### src/rtl/slat_ram.sv
// generic simple dual port ram with registered read
module slat_ram #(
  parameter int unsigned WIDTH = 8,
  parameter int unsigned DEPTH = 16
) (
  input  logic                     clk_i,
  input  logic                     we_i,
  input  logic [$clog2(DEPTH)-1:0] waddr_i,
  input  logic [WIDTH-1:0]         wdata_i,
  input  logic [$clog2(DEPTH)-1:0] raddr_i,
  output logic [WIDTH-1:0]         rdata_o
);

  logic [WIDTH-1:0] mem_q [DEPTH];
  logic [WIDTH-1:0] rdata_q;

  always_ff @(posedge clk_i) begin
    if (we_i) begin
      mem_q[waddr_i] <= wdata_i;
    end
    rdata_q <= mem_q[raddr_i];
  end

  assign rdata_o = rdata_q;

endmodule

### config.mk
export PLATFORM = sky130hd
export DESIGN_NAME = slat_ram
export DESIGN_NICKNAME = d
export VERILOG_FILES = /design/src/rtl/slat_ram.sv
export SDC_FILE = /design/constraint.sdc
export NUM_CORES = 1
export LEC_CHECK = 0
export BUFFER_PORTS_ARGS = -buffer_cell sky130_fd_sc_hd__buf_2
export CAP_MARGIN = 0
export CORE_AREA = 2 2 92 94
export DETAILED_ROUTE_END_ITERATION = 6
export DIE_AREA = 0 0 94 96
export GPL_TIMING_DRIVEN = 0
export PLACE_DENSITY = 0.83
export SLEW_MARGIN = 0
export SYNTH_ARGS = -nofsm -noshare
export SYNTH_HDL_FRONTEND = slang
export SYNTH_SLANG_ARGS = --single-unit
### constraint.sdc
create_clock -name clk_i -period 4.2 [get_ports clk_i]
set_input_delay 0.84 -clock clk_i [delete_from_list [all_inputs] [get_ports clk_i]]
set_output_delay 0.84 -clock clk_i [all_outputs]
set_load 0.01 [all_outputs]
==> qor.yml <==
status: "completed"
ioPinCount: 26
grtUsageTotal_pct: 24.2
hold_path_startpoint: "mem_q[2][3]"
tightest_slew_ns: 1.28
die_h_um: 96
initial_core_util_pct: 63.9
cts.sinks: 136
setup_tns_ns: 0
die-area_um2: 9020
wire_per_inst_um: 25.7
setup_viol: 0
synth_most_common_cell: "edfxtp_1"
clock_path_buffers: 2
slowest_delay_ns: 0.98
reg2reg_from: "mem_q[9][4]"
yosys-top-cells-area: "edfxtp_1 (75%), mux4_2 (7.9%), mux4_1 (7.1%)"
syn_area_per_cell_um2: 22.5
routed_via_density: 6.45
first_pass_iters: 6
place_area_um2: 5400
rows: 33
power_uw: 3160
synth_warnings: 0
nets: 290
hold_viol: 0
cts.clk_slew.worst_paths_ns: 0.06
core-area_um2: 8050
synth_common_cells: "edfxtp_1 (128), mux4_2 (18), a22oi_1 (16)"
skew_ns: 0.00490
slew_violations: 0
ys_seq_area_share_pct: 77.8
cts_buffers: 17
synth_cells: 229
clk_latency_ns: 0.52
cpMaxStageDelayCell: "nor3_1"
drt_iter0_drc: 379
fmax_ghz: 0.429
postSynthNetCount: 247
grt_overflow: 0
yosys.area.top_type_share_pct: 74.7
max_cap_viol_count: 0
cts-resized-gates: 0
drc: 0
cellPowerDensity_nw_per_um2: 526
root_buffer: "clkbuf_8"
final_cell_area_um2: 6000
ant_nets: 0
cp-start-kind: "input port"
place_congestion: 0.762
synthArstFlopShare_pct: 0
grt_pass1_vias: 2513
finalWorstSetupSlack_ns: 1.87
period_needed_ns: 2.33
syn_to_final_growth_pct: 16.5
drive_gt1_share_pct: 28.8
path_class: "input port to flop"
slew_headroom_pct: 13.8
dr_total_vias: 2516
worstPathArrival_ns: 2.46
postCtsSetupBuffers: 0
cts_tree: "yes"
ys_types: 19
pre_cts_slack_ns: 1.43
hold_path.class: "flop to flop"
holdBufCountCts: 0
peakVddDrop_mv: 0.367
power.leakage_uw: 0.00202
cts-htree-levels: 4
synthFlopType: "edfxtp_1"
fillCellCount: 429
cp_top_family: "simple AND/OR/NAND/NOR gates"
n_antenna_cell: 0
drt_wl_total_um: 10000
synth_edf_count: 128
cp.buffers_inverters: 1
rsz0062_at_grt: "false"
syn-cell-area_um2: 5150
portBuffers: 24
yosysTopAreaCell: "edfxtp_1"
grt_first_pass_wirelength_um: 14700
critPathMaxFanout: 8
whs_ns: 0.697
antenna_found_initial: 0
critPathCaptureType: "flop"
synth-seq-cells: 136
dieWidth_um: 94
worstSetupStartpoint: "waddr_i[2]"
grt_max_degree: 17
path_cells: "buf_2 > or3b_2 > nor3_1"
fin_crit_sh_pct: 55.5
hpwl_um: 5860
required_ns: 4.33
==> metrics by stage <==
stage	cells	utilization, %
after floorplan	229	-
after global placement	358	67.1
after detailed placement	358	67.1
after CTS	390	74.5
after global routing	390	74.5
final	390	74.5
==> cells by family (layout without fill, tap and decap cells) <==
kind of cell,count (synthesis),count (layout),share of synthesized area (%)
AND/OR/NAND/NOR,35,35,3.18
multiplexers,32,32,15.0
buffers and inverters,10,66,1.68
AO/OA/AOI/OAI,16,16,2.33
flip-flops,136,136,77.8
==> routing by layer <==
metal / global-route usage, % / up-vias / share of wire (%)
li1: - / 1058 / -
met1: 35.7 / 1275 / 41
met2: 36.5 / 162 / 48
met3: 6.03 / 21 / 9.7
met4: 8.45 / 0 / 1.6
met5: 0 / - / 0
==> cell type report <==
cell class                      instances  area [µm²]  share of cell area, %
Multi-Input combinational cell         83        1060                   17.6
Clock buffer                           18         418                   6.97
Sequential cell                       136        4000                   66.8
Timing Repair Buffer                   24         120                   2.00
Buffer                                 10        86.3                   1.44
Tap cell                              105         131                   2.19
Clock inverter                         14         181                   3.02
==> placed cells by master (no fill, tap or decap), types with 2 or more instances in the layout <==
master | synthesis | final
nor3_1 | 4 | 4
clkbuf_16 | 0 | 16
nand2b_1 | 2 | 2
clkinv_2 | 0 | 3
nor2_1 | 13 | 13
buf_6 | 3 | 3
nand3b_1 | 2 | 2
mux4_2 | 18 | 18
clkinvlp_4 | 0 | 4
buf_2 | 3 | 27
dfxtp_1 | 8 | 8
edfxtp_1 | 128 | 128
a22oi_1 | 16 | 16
clkdlybuf4s25_2 | 3 | 3
nand2_1 | 9 | 9
clkinv_1 | 0 | 2
bufinv_16 | 0 | 4
mux4_1 | 14 | 14
==> worst min-delay path, stage by stage, from the launching register on <==
cell	delay, ns
edfxtp_1	0.31
mux4_1	0.21
a22oi_1	0.08
nand2_1	0.07
==> worst paths after layout <==
kind                 endpoint  slack (ns)  cells after the start
setup / recovery  mem_q[0][0]        1.87                      3
hold / removal     rdata_o[3]        0.70                      3
setup reg to reg   rdata_o[4]        2.70                      3
hold reg to reg    rdata_o[3]        0.70                      3
==> state kept, by name, summed over array words and instances (netlist names) <==
signal / flops
mem_q: 128
rdata_o: 8
==> where the power goes <==
group / total [µW] / leakage, µW / switching [µW] / internal [µW]
Clock: 1480 / 0.000282 / 526 / 955
Sequential: 1530 / 0.00122 / 8.19 / 1520
Combinational: 149 / 0.000515 / 88.8 / 60.3
Note: power is estimated with default switching activity, not from simulation.
